File: src/hdl/assert_macros.svh
// Assertion macros for files that check their own logic.
`ifndef ASSERT_MACROS_SVH
`define ASSERT_MACROS_SVH

// The consequent must hold in the same cycle as the antecedent.
`define ASSERT_SAME(label, ante, cons, msg) \
    label: assert property (@(posedge i_clk) disable iff (!i_rst_n) \
        (ante) |-> (cons)) else $error(msg);

// The consequent must hold in the cycle after the antecedent.
`define ASSERT_NEXT(label, ante, cons, msg) \
    label: assert property (@(posedge i_clk) disable iff (!i_rst_n) \
        (ante) |=> (cons)) else $error(msg);

`endif

File: src/hdl/pcs_pkg.sv
// Shared constants and controller/datapath interface types of the primality sorter.
`timescale 1ns / 1ps

package pcs_pkg;

    localparam int VALUE_BITS = 32;
    localparam int MAX_BATCH  = 65536;

    // Port fields are fixed at 32 bits, so only the low bits up to that width exist.
    localparam int N_BITS      = (VALUE_BITS < 32) ? VALUE_BITS : 32;
    localparam int PORT_BITS   = 32;
    localparam int SLOT_BITS   = 16;
    localparam int D_BITS      = (N_BITS + 1) / 2 + 2;
    localparam int SQ_BITS     = 2 * D_BITS;
    localparam int REM_SH_BITS = D_BITS + 1;
    localparam int BIT_BITS    = $clog2(N_BITS);

    localparam int SLOT_LIMIT_INT = ((MAX_BATCH - 1) > 65535) ? 65535 : (MAX_BATCH - 1);
    localparam logic [SLOT_BITS-1:0] SLOT_LIMIT = SLOT_BITS'(SLOT_LIMIT_INT);

    localparam logic [D_BITS-1:0]  FIRST_ODD_DIV = D_BITS'(3);
    localparam logic [SQ_BITS-1:0] FIRST_ODD_SQ  = SQ_BITS'(9);

    typedef struct packed {
        logic load;
        logic div_start;
        logic div_step;
        logic advance;
        logic set_verdict;
        logic verdict;
        logic write;
    } t_cmd;

    typedef struct packed {
        logic n_lt2;
        logic n_even;
        logic n_is_two;
        logic sq_gt_n;
        logic bit_last;
        logic rem_zero;
        logic out_free;
    } t_status;

endpackage

File: src/hdl/prime_composite_sorter_core.sv
// Top level of the trial-division primality sorter with per-batch slot counters.
// Values below 2 and even values go from the check state straight to the write state; a new
// request is accepted only in idle. An odd value n runs one division for each odd divisor d
// with d*d <= n, each over all N_BITS dividend bits in the bit-serial remainder unit (one
// dividend bit per cycle). A new request is taken while a result waits.
// Synchronous active-low reset clears the controller, the output valid and both slot counters.
`timescale 1ns / 1ps
`include "assert_macros.svh"

module prime_composite_sorter_core import pcs_pkg::*; (
    input  logic                 i_clk,
    input  logic                 i_rst_n,
    input  logic                 i_valid,
    output logic                 o_stall,
    input  logic [PORT_BITS-1:0] i_value,
    input  logic                 i_last_of_batch,
    output logic                 o_valid,
    input  logic                 i_stall,
    output logic [PORT_BITS-1:0] o_value_out,
    output logic                 o_is_prime,
    output logic [SLOT_BITS-1:0] o_slot
);

    t_cmd    cmd;
    t_status status;
    logic    busy;

    pcs_ctrl u_ctrl (
        .i_clk    (i_clk),
        .i_rst_n  (i_rst_n),
        .i_valid  (i_valid),
        .i_status (status),
        .o_cmd    (cmd),
        .o_busy   (busy)
    );

    pcs_datapath u_datapath (
        .i_clk           (i_clk),
        .i_rst_n         (i_rst_n),
        .i_cmd           (cmd),
        .i_value         (i_value),
        .i_last_of_batch (i_last_of_batch),
        .i_stall         (i_stall),
        .o_status        (status),
        .o_valid         (o_valid),
        .o_value_out     (o_value_out),
        .o_is_prime      (o_is_prime),
        .o_slot          (o_slot)
    );

    assign o_stall = busy;

    `ASSERT_NEXT(a_busy_after_accept, i_valid && !o_stall, o_stall, "idle after accepted request")
    `ASSERT_SAME(a_write_needs_room, cmd.write, !o_valid || !i_stall, "result overwritten")
    `ASSERT_SAME(a_slot_in_range, o_valid, o_slot <= SLOT_LIMIT, "slot beyond limit")

endmodule

File: src/hdl/pcs_ctrl.sv
// Controller state machine that sequences the trial divisions for one request.
`timescale 1ns / 1ps

module pcs_ctrl import pcs_pkg::*; (
    input  logic    i_clk,
    input  logic    i_rst_n,
    input  logic    i_valid,
    input  t_status i_status,
    output t_cmd    o_cmd,
    output logic    o_busy
);

    typedef enum logic [4:0] {
        S_IDLE  = 5'b00001,
        S_CHECK = 5'b00010,
        S_DIV   = 5'b00100,
        S_NEXT  = 5'b01000,
        S_WRITE = 5'b10000
    } t_state;

    t_state r_state;
    t_state n_state;

    always_ff @(posedge i_clk) begin
        if (!i_rst_n) begin
            r_state <= S_IDLE;
        end else begin
            r_state <= n_state;
        end
    end

    always_comb begin
        n_state = r_state;
        o_cmd   = '0;
        unique case (r_state)
            S_IDLE: begin
                if (i_valid) begin
                    o_cmd.load = 1'b1;
                    n_state    = S_CHECK;
                end
            end
            S_CHECK: begin
                priority if (i_status.n_lt2) begin
                    o_cmd.set_verdict = 1'b1;
                    o_cmd.verdict     = 1'b0;
                    n_state           = S_WRITE;
                end else if (i_status.n_even) begin
                    o_cmd.set_verdict = 1'b1;
                    o_cmd.verdict     = i_status.n_is_two;
                    n_state           = S_WRITE;
                end else if (i_status.sq_gt_n) begin
                    // No odd divisor up to the square root divides the value.
                    o_cmd.set_verdict = 1'b1;
                    o_cmd.verdict     = 1'b1;
                    n_state           = S_WRITE;
                end else begin
                    o_cmd.div_start = 1'b1;
                    n_state         = S_DIV;
                end
            end
            S_DIV: begin
                o_cmd.div_step = 1'b1;
                if (i_status.bit_last) begin
                    n_state = S_NEXT;
                end
            end
            S_NEXT: begin
                if (i_status.rem_zero) begin
                    o_cmd.set_verdict = 1'b1;
                    o_cmd.verdict     = 1'b0;
                    n_state           = S_WRITE;
                end else begin
                    o_cmd.advance = 1'b1;
                    n_state       = S_CHECK;
                end
            end
            S_WRITE: begin
                if (i_status.out_free) begin
                    o_cmd.write = 1'b1;
                    n_state     = S_IDLE;
                end
            end
            default: begin
                n_state = S_IDLE;
            end
        endcase
    end

    assign o_busy = (r_state != S_IDLE);

endmodule

File: src/hdl/pcs_datapath.sv
// Datapath: value and divisor registers, serial remainder unit, slot counters, output register.
`timescale 1ns / 1ps

module pcs_datapath import pcs_pkg::*; (
    input  logic                 i_clk,
    input  logic                 i_rst_n,
    input  t_cmd                 i_cmd,
    input  logic [PORT_BITS-1:0] i_value,
    input  logic                 i_last_of_batch,
    input  logic                 i_stall,
    output t_status              o_status,
    output logic                 o_valid,
    output logic [PORT_BITS-1:0] o_value_out,
    output logic                 o_is_prime,
    output logic [SLOT_BITS-1:0] o_slot
);

    logic [N_BITS-1:0]      r_n;
    logic                   r_last;
    logic [D_BITS-1:0]      r_d;
    logic [SQ_BITS-1:0]     r_sq;
    logic [D_BITS-1:0]      r_rem;
    logic [BIT_BITS-1:0]    r_bit;
    logic                   r_prime;
    logic [SLOT_BITS-1:0]   r_prime_slots;
    logic [SLOT_BITS-1:0]   r_comp_slots;
    logic                   r_out_valid;
    logic [PORT_BITS-1:0]   r_value_out;
    logic                   r_is_prime;
    logic [SLOT_BITS-1:0]   r_slot;

    logic [REM_SH_BITS-1:0] n_rem_sh;
    logic [REM_SH_BITS-1:0] n_rem_sub;
    logic [D_BITS-1:0]      n_rem;
    logic [SLOT_BITS-1:0]   n_slot;
    logic                   n_out_free;

    // One restoring step: bring in the next dividend bit, subtract when it fits.
    always_comb begin
        n_rem_sh  = {r_rem, r_n[r_bit]};
        n_rem_sub = n_rem_sh - REM_SH_BITS'(r_d);
        if (n_rem_sh >= REM_SH_BITS'(r_d)) begin
            n_rem = n_rem_sub[D_BITS-1:0];
        end else begin
            n_rem = n_rem_sh[D_BITS-1:0];
        end
    end

    assign n_slot     = r_prime ? r_prime_slots : r_comp_slots;
    assign n_out_free = !r_out_valid || !i_stall;

    always_ff @(posedge i_clk) begin
        if (i_cmd.load) begin
            r_n    <= i_value[N_BITS-1:0];
            r_last <= i_last_of_batch;
            r_d    <= FIRST_ODD_DIV;
            r_sq   <= FIRST_ODD_SQ;
        end else if (i_cmd.advance) begin
            // (d + 2)^2 = d^2 + 4d + 4
            r_sq <= r_sq + SQ_BITS'({r_d, 2'b00}) + SQ_BITS'(4);
            r_d  <= r_d + D_BITS'(2);
        end
        if (i_cmd.div_start) begin
            r_rem <= '0;
            r_bit <= BIT_BITS'(N_BITS - 1);
        end else if (i_cmd.div_step) begin
            r_rem <= n_rem;
            r_bit <= r_bit - BIT_BITS'(1);
        end
        if (i_cmd.set_verdict) begin
            r_prime <= i_cmd.verdict;
        end
        if (i_cmd.write) begin
            r_value_out <= PORT_BITS'(r_n);
            r_is_prime  <= r_prime;
            r_slot      <= n_slot;
        end
    end

    always_ff @(posedge i_clk) begin
        if (!i_rst_n) begin
            r_out_valid   <= 1'b0;
            r_prime_slots <= '0;
            r_comp_slots  <= '0;
        end else begin
            if (i_cmd.write) begin
                r_out_valid <= 1'b1;
            end else if (r_out_valid && !i_stall) begin
                r_out_valid <= 1'b0;
            end
            if (i_cmd.write) begin
                if (r_last) begin
                    r_prime_slots <= '0;
                    r_comp_slots  <= '0;
                end else if (r_prime) begin
                    if (r_prime_slots < SLOT_LIMIT) begin
                        r_prime_slots <= r_prime_slots + SLOT_BITS'(1);
                    end
                end else begin
                    if (r_comp_slots < SLOT_LIMIT) begin
                        r_comp_slots <= r_comp_slots + SLOT_BITS'(1);
                    end
                end
            end
        end
    end

    always_comb begin
        o_status          = '0;
        o_status.n_lt2    = (r_n < N_BITS'(2));
        o_status.n_even   = !r_n[0];
        o_status.n_is_two = (r_n == N_BITS'(2));
        o_status.sq_gt_n  = (r_sq > SQ_BITS'(r_n));
        o_status.bit_last = (r_bit == '0);
        o_status.rem_zero = (r_rem == '0);
        o_status.out_free = n_out_free;
    end

    assign o_valid     = r_out_valid;
    assign o_value_out = r_value_out;
    assign o_is_prime  = r_is_prime;
    assign o_slot      = r_slot;

endmodule
File: config.mk
export PLATFORM = sky130hd
export DESIGN_NAME = prime_composite_sorter_core
export DESIGN_NICKNAME = d
export VERILOG_FILES = /design/src/hdl/pcs_pkg.sv /design/src/hdl/prime_composite_sorter_core.sv /design/src/hdl/pcs_ctrl.sv /design/src/hdl/pcs_datapath.sv
export VERILOG_INCLUDE_DIRS = /design/src /design/src/hdl
export SDC_FILE = /design/constraint.sdc
export NUM_CORES = 1
export LEC_CHECK = 0
export BUFFER_PORTS_ARGS = -buffer_cell sky130_fd_sc_hd__buf_2
export CAP_MARGIN = 5
export CELL_PAD_IN_SITES_DETAIL_PLACEMENT = 0
export CELL_PAD_IN_SITES_GLOBAL_PLACEMENT = 1
export CORE_MARGIN = 4
export CORE_UTILIZATION = 43
export DETAILED_ROUTE_END_ITERATION = 7
export GPL_TIMING_DRIVEN = 0
export HOLD_SLACK_MARGIN = 0.03
export PLACE_DENSITY = 0.88
export SKIP_CTS_REPAIR_TIMING = 1
export SLEW_MARGIN = 40
export SYNTH_ARGS = -nofsm -noshare
export SYNTH_HDL_FRONTEND = slang
export SYNTH_SLANG_ARGS = --single-unit
export TNS_END_PERCENT = 100
File: constraint.sdc
create_clock -name i_clk -period 3.5 [get_ports i_clk]
set_clock_uncertainty 0.1 [all_clocks]
set_input_delay 0.175 -clock i_clk [delete_from_list [all_inputs] [get_ports i_clk]]
set_output_delay 0.175 -clock i_clk [all_outputs]
set_load 0.1 [all_outputs]
==> results.py <==
metrics = {
    "logic_synthesis": {
        "synth_area_leaders": "edfxtp_1 (23%), dfxtp_1 (21%), ha_1 (9.9%), xnor2_1 (4.1%), nand2_1 (3.9%)",
        "yosys.area.top_type": "edfxtp_1",
        "synthXorXnorAreaFrac": 0.0572,
        "synth_ff_type": "dfxtp_1",
        "synth_top_family_by_area": "simple AND/OR/NAND/NOR gates",
        "ys_seq_area_frac": 0.440,
        "syn_inst": 1094,
        "synth_fa_ha_area_frac": 0.103,
        "yosys.area_share.simple": 0.168,
        "async_reset_ff_frac": 0,
        "yosysWarnings": 0,
        "yosysTopAreaCellShare": 0.233,
        "synthTopCellsByCount": "nand2_1 (112), dfxtp_1 (111), nor2_1 (86)",
        "synth.most_common_cell": "nand2_1",
        "synth.mux.area_fraction": 0.0530,
        "synth_area_um2": 10700,
        "synth_compound_gate_area_share": 0.140,
        "syn_avg_cell_area_um2": 9.79,
        "synthDistinctLibCells": 70,
        "synth_fp_nets": 1218,
        "synth_edf_count": 83,
        "synth-seq-cells": 194,
    },
    "cts": {
        "clock-sinks": 194,
        "clk_path_buf_depth": 2,
        "clkTransAtPathRegs_ps": 80,
        "cts_tree": "yes",
        "clkLatencyLatePin_ps": 450,
        "cts_root_buffer": "clkbuf_16",
        "cts_max_level": 4,
        "cts_buffers": 17,
    },
    "route": {
        "wl_per_cell_um": 17.3,
        "drtIter0Drc": 757,
        "drc_errors": 0,
        "postRouteWirelength_um": 27600,
        "drt_pass1_iterations": 5,
        "num_vias": 8764,
        "via_per_inst": 5.51,
        "postRouteAntennaNets": 0,
    },
    "final_layout": {
        "nets": 1378,
        "drive_gt1_frac": 0.159,
        "seqCellArea_um2": 4720,
        "multi_input_area_um2": 5730,
        "area_growth_pct": 20.3,
        "fill_cells": 2130,
        "stdcell_area_um2": 12900,
        "antenna_cells_inserted": 0,
    },
    "sta": {
        "slew_violations": 0,
        "tns_ps": -1160,
        "period_minus_slack_ps": 3610,
        "slew_headroom": 0.475,
        "worstMarginPinSlew_ps": 782,
        "worst_hold_slack_ps": 27.6,
        "hold_viol": 0,
        "fmax_mhz": 277,
        "rsz0062_at_grt": "true",
        "final.setup.worst_slack_ps": -109,
        "timing.final.crit_share": 1.03,
        "setup_violations": 17,
    },
    "critical_path": {
        "cp-start-kind": "register",
        "arrival_ps": 3810,
        "worstSetupEndpointType": "register",
        "critical_path_class": "reg2reg",
        "cp.required_ps": 3700,
        "path_max_fanout": 6,
    },
    "floorplan": {
        "dieWidth_um": 166,
        "fp.coreArea_um2": 24400,
        "start_util": 0.439,
        "ioPinCount": 88,
        "fp-row-count": 57,
        "die-height_um": 166,
        "die_area_um2": 27500,
    },
    "outcome": {
        "violations": "setup timing",
        "status": "finished with violations",
    },
    "placement": {
        "pre_cts_slack_ps": -628,
        "place_hpwl_um": 20000,
        "routabilityCongestion": 0.896,
        "place_area_um2": 11600,
        "port-buffer-count": 86,
    },
    "grt": {
        "overflow": 0,
        "antenna_found_initial": 2,
        "grt_max_degree": 41,
        "grt_usage": 0.191,
        "grt_pass1_wl_um": 42800,
        "grt_pass1_vias": 8041,
    },
    "power_and_ir_drop": {
        "peakVddDrop_mv": 0.624,
        "power_density_nw_per_um2": 682,
        "p_leak_nw": 5.27,
    },
    "flow_run": {
        "cap_violations": 0,
    },
    "min_path": {
        "hold_class": "in2reg",
    },
}
-- area by class of cell --
class                           instances  area share
Tap cell                              324      0.0315
Timing Repair Buffer                  140      0.0775
Inverter                               66      0.0194
Sequential cell                       194       0.366
Clock buffer                           17      0.0330
Multi-Input combinational cell        801       0.444
Buffer                                 34      0.0131
Clock inverter                         15      0.0154
-- critical path, stage by stage (launching register included) --
cell and delay [ps]:
edfxtp_1 470, mux4_2 480, a22o_1 270, a41oi_2 230
o311ai_4 220, buf_6 180, ha_4 140, a311oi_2 180
nand2_1 80, a311o_1 360, a21o_1 180, buf_6 140
buf_12 140, mux2i_1 180, a211oi_2 100
-- flip-flops by register name (all words and copies together) (netlist names), 5 cells and up --
register / flops
u_ctrl.r_state: 5
u_datapath.o_slot: 16
u_datapath.o_value_out: 32
u_datapath.r_bit: 5
u_datapath.r_comp_slots: 16
u_datapath.r_d: 17
u_datapath.r_n: 32
u_datapath.r_prime_slots: 16
u_datapath.r_rem: 18
u_datapath.r_sq: 33
-- metal layers --
metal  track usage  share of wire  up-vias
li1              -              -     4309
met1         0.270           0.45     4119
met2         0.297           0.46      287
met3        0.0357          0.062       49
met4        0.0653          0.022        0
met5             0              0        -
-- placed cells by master, fill, tap and decap left out, types with 39 or more instances in the layout --
master and count:
nor2_1 86, edfxtp_1 83, dfxtp_1 110, o21ai_0 39, ha_1 84, nand2_1 112
buf_2 87, inv_1 64, xnor2_1 49, a21oi_1 60
-- where the power goes --
group	switching (mW)	internal [mW]	total [mW]	leakage (nW)
Sequential	0.187	2.53	2.72	1.63
Combinational	2.00	2.04	4.04	3.33
Clock	1.05	0.991	2.04	0.302
Total	3.24	5.56	8.80	5.27
-- cells by family after synthesis --
family	after synthesis
adder cells (fa/ha/maj)	87
XOR/XNOR	70
multiplexers	46
buffers and inverters	100
AO/OA/AOI/OAI	226
flip-flops	194
AND/OR/NAND/NOR	371
-- through the flow --
step                      power, mW  cells  utilization
after global routing           9.26   1591        0.528
after floorplan                5.18   1094            -
after detailed placement       5.86   1506        0.476
final                          8.80   1591        0.528
after CTS                      7.90   1538        0.501
after global placement         5.81   1504        0.473
-- worst paths after layout --
kind | slack [ps] | from | end | cells past startpoint
worst max register to register | -110 | u_datapath.r_n[24]$_DFFE_PP_ | u_datapath.r_rem[10]$_SDFFE_PP0P_ | 14
worst min register to register | 380 | u_datapath.r_sq[35]$_SDFFE_PP0P_ | u_datapath.r_sq[35]$_SDFFE_PP0P_ | 1
worst max-delay path | -110 | u_datapath.r_n[24]$_DFFE_PP_ | u_datapath.r_rem[10]$_SDFFE_PP0P_ | 14
worst min-delay path | 30 | i_rst_n | u_ctrl.r_state[0]$_SDFFE_PN1P_ | 2
Power figures use the tool's default switching activity.
